==> config.mk <==
export PLATFORM = sky130hd
export DESIGN_NAME = bsrl_cell
export DESIGN_NICKNAME = d
export VERILOG_FILES = /design/src/sv/bounded_set_with_range_lookup_core_defines.svh /design/src/sv/bsrl_pkg.sv /design/src/sv/bsrl_cell.sv
export SDC_FILE = /design/constraint.sdc
export NUM_CORES = 1
export LEC_CHECK = 0
export BUFFER_PORTS_ARGS = -buffer_cell sky130_fd_sc_hd__buf_4
export CAP_MARGIN = 25
export CORE_ASPECT_RATIO = 0.6
export CORE_MARGIN = 2
export CORE_UTILIZATION = 40
export DETAILED_ROUTE_END_ITERATION = 8
export GPL_TIMING_DRIVEN = 0
export MAX_ROUTING_LAYER = met4
export PLACE_DENSITY = 0.66
export SLEW_MARGIN = 20
export SYNTH_ARGS = -nofsm -noshare
export SYNTH_HDL_FRONTEND = slang
export SYNTH_SLANG_ARGS = --single-unit
==> constraint.sdc <==
create_clock -name i_clk -period 18 [get_ports i_clk]
set_clock_uncertainty 0.15 [all_clocks]
set_input_delay 2.7 -clock i_clk [delete_from_list [all_inputs] [get_ports i_clk]]
set_output_delay 2.7 -clock i_clk [all_outputs]
set_load 0.05 [all_outputs]
==> src/sv/bounded_set_with_range_lookup_core_defines.svh <==
// assertion helpers used by the core rtl file
`ifndef BOUNDED_SET_WITH_RANGE_LOOKUP_CORE_DEFINES_SVH
`define BOUNDED_SET_WITH_RANGE_LOOKUP_CORE_DEFINES_SVH

// same-cycle implication, checked outside reset
`define BSRL_ASSERT_NOW(label, clk, rst_n, ante, cons, msg) \
    label: assert property (@(posedge clk) disable iff (!(rst_n)) (ante) |-> (cons)) \
        else $error(msg);

// next-cycle implication, checked outside reset
`define BSRL_ASSERT_NEXT(label, clk, rst_n, ante, cons, msg) \
    label: assert property (@(posedge clk) disable iff (!(rst_n)) (ante) |=> (cons)) \
        else $error(msg);

`endif

==> src/sv/bsrl_pkg.sv <==
package bsrl_pkg;

    localparam int CAPACITY      = 16;
    localparam int PAGE_SHIFT    = 12;
    localparam int DATA_W        = 32;
    localparam int CNT_W         = $clog2(CAPACITY + 1);
    localparam int ENTRY_COUNT_W = 5;

    localparam logic [DATA_W-1:0] PAGE_MASK =
        DATA_W'((33'd1 << PAGE_SHIFT) - 33'd1);

    typedef logic [DATA_W-1:0]        t_data;
    typedef logic [CNT_W-1:0]         t_cnt;
    typedef logic [ENTRY_COUNT_W-1:0] t_entry_count;

    typedef enum logic [3:0] {
        CMD_CLEAR        = 4'd0,
        CMD_ADD          = 4'd1,
        CMD_DELETE       = 4'd2,
        CMD_EXISTS       = 4'd3,
        CMD_WITHIN       = 4'd4,
        CMD_WITHIN_ROUND = 4'd5,
        CMD_GET_FIRST    = 4'd6,
        CMD_ITER_RESET   = 4'd7,
        CMD_ITER_GET     = 4'd8,
        CMD_ITER_ADVANCE = 4'd9
    } t_cmd;

    // request context broadcast to every cell during a scan
    typedef struct packed {
        logic [3:0] cmd;
        t_data      key;
        t_data      delta;
        t_cnt       count;
        t_cnt       iter_pos;
    } t_ctl;

    // set update applied to the cells at the end of a request
    typedef struct packed {
        logic  shift;
        logic  write;
        t_data key;
    } t_commit;

    // search token passed from cell to cell
    typedef struct packed {
        logic  valid;
        t_cnt  idx;
        logic  found;
        t_data value;
    } t_probe;

endpackage

==> src/sv/bsrl_cell.sv <==
module bsrl_cell (
    input  logic             i_clk,
    input  logic             i_rst_n,
    input  bsrl_pkg::t_ctl    i_ctl,
    input  bsrl_pkg::t_commit i_commit,
    input  bsrl_pkg::t_probe  i_probe,
    output bsrl_pkg::t_probe  o_probe,
    input  bsrl_pkg::t_data   i_next_entry,
    output bsrl_pkg::t_data   o_entry
);

    bsrl_pkg::t_data r_entry;
    logic            r_vld;
    bsrl_pkg::t_cnt  r_idx;
    logic            r_found;
    bsrl_pkg::t_data r_value;
    logic            r_mark_del;
    logic            r_tail;

    logic            w_active;
    logic            w_match;
    bsrl_pkg::t_data w_sum;
    bsrl_pkg::t_data w_lo;
    bsrl_pkg::t_data w_hi;

    assign w_active = i_probe.idx < i_ctl.count;
    assign w_sum    = r_entry + i_ctl.delta;
    assign w_lo     = r_entry & ~bsrl_pkg::PAGE_MASK;
    assign w_hi     = (w_sum + bsrl_pkg::PAGE_MASK) & ~bsrl_pkg::PAGE_MASK;

    always_comb begin
        case (i_ctl.cmd)
            bsrl_pkg::CMD_ADD, bsrl_pkg::CMD_DELETE, bsrl_pkg::CMD_EXISTS: begin
                w_match = w_active && (r_entry == i_ctl.key);
            end
            bsrl_pkg::CMD_WITHIN: begin
                w_match = w_active && (i_ctl.key >= r_entry) && (i_ctl.key < w_sum);
            end
            bsrl_pkg::CMD_WITHIN_ROUND: begin
                w_match = w_active && (i_ctl.key >= w_lo) && (i_ctl.key < w_hi);
            end
            bsrl_pkg::CMD_GET_FIRST: begin
                w_match = w_active;
            end
            bsrl_pkg::CMD_ITER_GET: begin
                w_match = w_active && (i_probe.idx == i_ctl.iter_pos);
            end
            default: begin
                w_match = 1'b0;
            end
        endcase
    end

    always_ff @(posedge i_clk) begin
        if (!i_rst_n) begin
            r_vld <= 1'b0;
        end else begin
            r_vld <= i_probe.valid;
        end
    end

    always_ff @(posedge i_clk) begin
        if (i_probe.valid) begin
            r_idx      <= bsrl_pkg::CNT_W'(i_probe.idx + 1'b1);
            r_found    <= i_probe.found | w_match;
            r_value    <= i_probe.found ? i_probe.value : (w_match ? r_entry : '0);
            // at or after the first match: takes the neighbor on delete
            r_mark_del <= i_probe.found | w_match;
            // first free slot
            r_tail     <= i_probe.idx == i_ctl.count;
        end
    end

    always_ff @(posedge i_clk) begin
        if (i_commit.shift && r_mark_del) begin
            r_entry <= i_next_entry;
        end else if (i_commit.write && r_tail) begin
            r_entry <= i_commit.key;
        end
    end

    assign o_probe = '{valid: r_vld, idx: r_idx, found: r_found, value: r_value};
    assign o_entry = r_entry;

endmodule

# Word level (Yosys, flattened, before mapping)
# Index checks and enable logic that the tools add are counted.
op_classes:
  add_sub_neg: 3
  magnitude_cmp: 5
  n_eq_ne: 10
  muxes: 5
  bitwise: 1
  reduce_logical: 10
op_table:
  columns: ["cell", "count"]
  rows:
  - ["32-bit two-way mux", 4]
  - ["32-bit greater-or-equal comparator", 2]
  - ["32-bit less-than comparator", 2]
  - ["32-bit by 12-bit adder with 32-bit output, second input constant", 1]
  - ["32-bit adder", 1]
  - ["32-bit == test", 1]
  - ["4-bit by 3-bit == test with 1-bit output, second input constant", 3]
  - ["5-bit == test", 2]
  - ["4-bit by 2-bit == test with 1-bit output, second input constant", 2]
  - ["1-bit logical AND", 8]
  - ["5-bit by 1-bit adder with 5-bit output, second input constant", 1]
  - ["5-bit less-than comparator", 1]
  - ["1-bit case mux with 5 select lines", 1]
  - ["4-bit by 1-bit == test with 1-bit output, second input constant", 1]
  - ["4-bit == test, second input constant", 1]
  - ["3-bit OR reduction", 1]
  - ["2-bit nonzero test", 1]
  - ["1-bit OR", 1]
word_totals:
  register_bits: 72
  output_inout_bits: 71
  wordCells: 40

# Longest topological paths before layout
# Gate-level depths: netlist (run 1).
logic_depth:
  depth_word: 7
  ltp_mapped: 25

# Least setup slack after synthesis (run 1)
# Ideal clock, no wire load.
synth_path:
  path_type: "input -> register"
  start: "input i_ctl[10] (netlist name)"
  end: "register r_value[10] (data pin)"
  setup_ns: 0.257
  t_arrival_ns: 7.524
  slack_ns: 10.069
  path_stages: 23
  n_path_buf: 1
  cell_sequence: "ha_1 fa_1 a21o_1 and4_1 o21ai_0 nand3_1 xor2_1 inv_1 or4_4 nor4_4 nand4_4 nor4_2 xor2_1 ha_1 nand4_1 or3_1 and4b_1 o221ai_1 a211o_1 o311ai_1 a41oi_2 buf_2 nor2_1"
synth_via:
  elab_chain_len: 7
synth_rtl:
  columns: ["element", "line_no", "text"]
  rows:
  - ["from (decl)", "bsrl_cell.sv:4", "input bsrl_pkg::t_ctl i_ctl,"]
  - ["32-bit adder (*)", "bsrl_cell.sv:27", "assign w_sum = r_entry + i_ctl.delta;"]
  - ["32-bit by 12-bit adder with 32-bit output", "bsrl_cell.sv:29", "assign w_hi = (w_sum + bsrl_pkg::PAGE_MASK) & ~bsrl_pkg::PAGE_MASK;"]
  - ["32-bit less-than comparator", "bsrl_cell.sv:40", "w_match = w_active && (i_ctl.key >= w_lo) && (i_ctl.key < w_hi);"]
  - ["1-bit logical AND", "bsrl_cell.sv:40", null]
  - ["1-bit case mux with 5 select lines (*)", "bsrl_cell.sv:32", "case (i_ctl.cmd)"]
  - ["32-bit two-way mux (*) (2 in a row)", "bsrl_cell.sv:66", "r_value <= i_probe.found ? i_probe.value : (w_match ? r_entry : '0);"]
  - ["to (signal assigned)", "bsrl_cell.sv:66", null]
  - ["to (decl)", "bsrl_cell.sv:16", "bsrl_pkg::t_data r_value;"]
# Every way passes the cells marked *; elsewhere a longest branch is shown, timed or not.
# A chain may end at the register's enable or synchronous reset.

# Worst setup path in the final report (run 1)
layout_path:
  start: "input i_ctl[10] (netlist name)"
  end: "register r_value[27] (data pin)"
# Same word-level chain as after synthesis.

==> results.yml, run 1 <==
timing:
  slew_headroom_pct: 40.4
  rsz0062_at_grt: "no"
  hold_violations: 0
  fin_crit_sh_pct: 49.5
  setup_viol: 0
  slew_viol_final: 0
  worstMarginPinSlew_ps: 888
  max_freq_mhz: 112
  setup_tns_ps: 0
  period_minus_slack_ps: 8910
yosys:
  synth_warnings: 0
  synthSimpleGateAreaFrac_pct: 17.3
  synth_top_family_by_area: "adder cells"
  yosys.area.top_type: "edfxtp_1"
  synthCells: 842
  async_flop_share_pct: 0
  synthDistinctLibCells: 74
  synth.avg_cell_area_um2: 9.18
  synth_xor_xnor_area_share_pct: 4.76
  yosys.area_share.adder_pct: 19.4
  synth_edf_count: 71
  muxShareOfSynthArea_pct: 8.81
  syn-num-nets: 1146
  synth.top_cell.area_share_pct: 27.6
  synth_area_leaders: "edfxtp_1, ha_1, mux2_2"
  syn_area_um2: 7730
  ys_ff_latch: 72
  ys.flop_type: "edfxtp_1"
  synth_compound_gate_area_share_pct: 17.4
  ys_seq_area_share_pct: 27.8
cts:
  cts_resized: 0
  clk_pin_slew_ps: 60
  numCtsBuffers: 9
  cts-root-buf: "clkbuf_16"
  hold_buffers: 0
  cts_sinks: 72
  cts_max_path_buffers: 2
  tritoncts: "done"
  postCtsSetupRepairBufs: 0
  cts_max_level: 3
  clock_latency_ps: 330
power_and_ir_drop:
  switchingPower_mw: 0.297
  combPwrFrac_pct: 47.3
  pwr-share-clk_pct: 24.4
  p_total_mw: 0.773
  p_seq_share_pct: 28.4
  p_sw_share_pct: 38.5
  internal-power_mw: 0.475
  power.leakage_nw: 4.84
  power_density_nw_per_um2: 75.3
  peakVddDrop_mv: 0.0430
cells_and_area:
  design_area_um2: 10300
  regArea_um2: 2150
  multi_input_area_um2: 5230
  nNetsFinal: 1411
  drive_gt1_share_pct: 29.8
  final_cell_mix: "buf_4, ha_1, edfxtp_1"
  antenna-diode-count: 0
  syn_to_final_growth_pct: 32.8
  finalNonFillerCells: 1358
  post-route-util_pct: 54.0
  final_common_cell: "buf_4"
  nFillCells: 1792
outcome:
  status: "finished, final reports clean"
grt:
  groute.usage.overall_pct: 24.7
  grt_first_pass_wirelength_um: 37900
  grt_max_degree: 41
  grt_overflow: 0
  first_global_vias: 6796
  antenna_found_initial: 1
routing:
  antenna_left: 0
  dr.pass1.iters: 5
  drtIter0Drc: 488
  vias: 7411
  wl_um: 25600
  wl_per_cell_um: 18.8
  route.detailed.drc: 0
  viasPerCell: 5.46
floorplan:
  io-pin-count: 256
  chipHeight_um: 112
  rows: 39
  die_area_um2: 20500
  fp.coreArea_um2: 19000
  fp.dieW_um: 183
  initial_utilization_pct: 40.7
worst_setup_path:
  worstPathMaxFanout: 10
  critPathMaxStageDelay_ps: 560
  reg2reg_setup_slack_ps: 11030
  critPathSlowestCell: "or4_4"
  worstSetupStartpointType: "primary input"
  crit_type: "primary input to register"
  endpoint_kind: "register"
  cp.required_ps: 17920
  arrival_ps: 8830
  path_cells: "buf_4 -> ha_1 -> fa_1 -> a21o_1 -> and4_1 -> o21ai_0 -> nand3_1 -> xor2_1 -> inv_1 -> or4_4 -> nor4_4 -> nand4_4 -> nor4_2 -> xor2_1 -> ha_1 -> nand4_1 -> nor3_1 -> o211ai_1 -> a311oi_1 -> o311ai_1 -> a41oi_2 -> buf_2 -> nor2_1"
worst_hold_path:
  hold_path_class: "register to register"
placement:
  hpwlAfterDp_um: 21600
  post_dp_cell_area_um2: 9940
  placedCellCount: 1342
  gp_congestion: 0.939
  port_buffers: 254
run:
  cap_viol_max_count: 0
[power by group through the flow]
stage	registers (mW)	clock network [mW]	logic, mW
finish	0.219	0.188	0.365
global route	0.220	0.198	0.403
CTS	0.219	0.191	0.364
detailed placement	0.222	0	0.362
global placement	0.222	0	0.354
floorplan	0.257	0	0.207
[flip-flops by register name, indices dropped and copies added, names as in the netlist]
signal,cells
r_tail,1
r_value,32
o_entry,32
r_mark_del,1
r_vld,1
r_idx,5
[worst max-delay path: cells and delay by family]
| kind | cells | cell delay, ps |
|---|---|---|
| and+or+nand+nor | 9 | 2430 |
| AOI/OAI and AO/OA | 6 | 1650 |
| adders and majority gates | 3 | 980 |
| xor gates and xnor gates | 2 | 550 |
| buffers and inverters | 3 | 520 |
[cell families (layout without fill, tap and decap cells)]
kind of cell,after synthesis,after routing
and+or+nand+nor,255,255
AOI/OAI and AO/OA,204,204
adders and majority gates,119,119
buffers and inverters,86,356
DFF,72,72
muxes,64,64
xor gates and xnor gates,42,42
[area by class of cell]
class	count	area share, %
clock inverter	5	0.793
buffer	23	1.11
inverter	63	2.31
multi-input combinational	684	51.0
tap	246	3.00
sequential	72	21.0
clock buffer	11	2.27
timing repair buffer	254	18.6
[routing by layer]
metal  track usage [%]  share of wire, %  vias to the layer above
li1                  -                 -                     3678
met1              38.5                51                     3452
met3              3.17               8.2                       11
met4              3.09              0.53                        0
met5                 -                 0                        -
met2              34.4                40                      270
[synth_stat cells (all sizes together) (18+ instances only)]
master,instances
ha,118
edfxtp,71
nor2,66
a21oi,63
inv,63
nand2,48
o21ai,41
mux2,32
mux2i,32
nor3,30
a21o,29
xnor2,23
nand4,19
xor2,19
nand3,18
[metrics by stage]
| stage | setup slack [ps] | hold WS, ps |
|---|---|---|
| floorplan | 10070 | 627 |
| global placement | 8740 | 572 |
| detailed placement | 8750 | 565 |
| CTS | 9070 | 578 |
| global route | 8610 | 637 |
| finish | 9090 | 584 |
[path summary, 6_finish.rpt]
check                                            from                     to  cells after the start
worst max-delay path                        i_ctl[10]  r_value[27]$_DFFE_PP_                     23
worst min-delay path            o_entry[30]$_DFFE_PP_  r_value[30]$_DFFE_PP_                      2
worst max register to register   o_entry[0]$_DFFE_PP_  r_value[27]$_DFFE_PP_                     22
worst min register to register  o_entry[30]$_DFFE_PP_  r_value[30]$_DFFE_PP_                      2
(Power assumes the default switching activity.)
==> run 2: changes to the inputs <==
PLACE_DENSITY = 0.68   (was 0.66)
clock period = 8.1 ns   (was 18 ns; I/O delays follow)
==> run 2 against run 1 <==
Count of clock-buffer cells in the layout is 1 higher. Non-clock buffer count stayed put. Global-route usage is 0.65 points higher. Sequential cell count stayed put. Via count is 1.9% higher. Cell count stayed put. Power is 120% higher. Worst setup slack worse by 8500 ps. Critical endpoint is now r_value[16]$_DFFE_PP_. Largest cell class unchanged.
==> results.yml, run 2 (synthesized netlist as in run 1, its figures left out) <==
outcome:
  status: "finished, final reports clean"
timing:
  hold_violations: 0
  slew_headroom_pct: 35.3
  setup_tns_ps: 0
  holdWs_ps: 571
  slew_viol_final: 0
  max_freq_mhz: 133
  setup_viol: 0
  worstMarginPinSlew_ps: 963
  rsz0062_at_grt: "no"
  fin_crit_sh_pct: 92.8
  period_minus_slack_ps: 7520
cts:
  hold_buffers: 0
  clk_pin_slew_ps: 60
  cts_max_level: 3
  clock_latency_ps: 330
  cts_resized: 0
  cts_sinks: 72
  postCtsSetupRepairBufs: 0
  numCtsBuffers: 9
  cts-root-buf: "clkbuf_16"
  cts_max_path_buffers: 2
  tritoncts: "done"
grt:
  groute.usage.overall_pct: 25.4
  first_global_vias: 7114
  antenna_found_initial: 0
  grt_overflow: 0
  grt_first_pass_wirelength_um: 39200
  grt_max_degree: 41
worst_setup_path:
  crit_type: "primary input to register"
  worstPathMaxFanout: 10
  worstSetupStartpointType: "primary input"
  endpoint_kind: "register"
  arrival_ps: 7440
  cp.required_ps: 8020
placement:
  gp_congestion: 0.939
  port_buffers: 254
  hpwlAfterDp_um: 21800
floorplan:
  fp.dieW_um: 183
  fp.coreArea_um2: 19000
  die_area_um2: 20500
  rows: 39
  initial_utilization_pct: 40.7
  chipHeight_um: 112
  io-pin-count: 256
routing:
  dr.pass1.iters: 5
  antenna_left: 0
  route.detailed.drc: 0
  drtIter0Drc: 650
  wl_um: 25700
  vias: 7549
  wl_per_cell_um: 18.9
  viasPerCell: 5.56
cells_and_area:
  drive_gt1_share_pct: 29.9
  syn_to_final_growth_pct: 32.7
  final_cell_mix: "buf_4, ha_1, edfxtp_1"
  antenna-diode-count: 0
  nFillCells: 1740
  nNetsFinal: 1411
  final_common_cell: "buf_4"
power_and_ir_drop:
  power_density_nw_per_um2: 167
  power.leakage_nw: 4.84
  peakVddDrop_mv: 0.0877
run:
  cap_viol_max_count: 0
worst_hold_path:
  hold_path_class: "register to register"
## run 2: layout make-up
cell class	instances	area, µm²	area share (%)
flip-flops and latches	72	2150	21.0
inverters	63	236	2.31
multi-input cells	684	5230	51.0
repair buffers	254	1910	18.6
clock inverters	4	52.6	0.513
plain buffers	23	114	1.11
well taps	246	308	3.00
clock buffers	12	256	2.50
## run 2: path summary, 6_finish.rpt
| path | slack (ps) | start | depth (start not counted) | end |
|---|---|---|---|---|
| setup / recovery | 580 | i_ctl[10] | 23 | r_value[16]$_DFFE_PP_ |
| hold reg to reg | 570 | o_entry[0]$_DFFE_PP_ | 2 | r_value[0]$_DFFE_PP_ |
| setup reg to reg | 1080 | o_entry[0]$_DFFE_PP_ | 22 | r_value[16]$_DFFE_PP_ |
| hold / removal | 570 | o_entry[0]$_DFFE_PP_ | 2 | r_value[0]$_DFFE_PP_ |
## run 2: routing by layer
layer | up-vias | wire length [µm] | GRT usage, %
met5 | - | 0 | -
met4 | 0 | 307 | 4.48
met3 | 21 | 1990 | 3.83
met2 | 275 | 10300 | 35.7
met1 | 3560 | 13200 | 38.3
li1 | 3693 | - | -
## run 2: critical path, stage by stage
cell	delay, ps
buf_4	110
ha_1	250
fa_1	430
a21o_1	210
and4_1	230
o21ai_0	360
nand3_1	150
xor2_1	400
inv_1	120
or4_4	560
nor4_4	400
nand4_4	190
nor4_2	320
xor2_1	130
ha_1	310
nand4_1	140
nor3_1	330
o211ai_1	210
a311oi_1	400
o311ai_1	180
a41oi_2	400
buf_2	320
nor2_1	90
## run 2: metrics by stage
stage               total power [mW]  instances  setup slack, ps  instance area (µm²)  utilization, %
floorplan                       1.03        842             1650                 7730               -
global placement                1.28       1342              353                 9940            52.4
detailed placement              1.30       1342              327                 9940            52.4
CTS                             1.71       1358              649                10300            54.0
global route                    1.82       1358              155                10300            54.0
finish                          1.71       1358              585                10300            54.0
## run 2: where the power goes
part	leakage [nW]	total, mW	switching (mW)	internal [mW]
clock network	0.153	0.410	0.153	0.257
logic	3.98	0.814	0.476	0.338
registers	0.712	0.487	0.0384	0.449
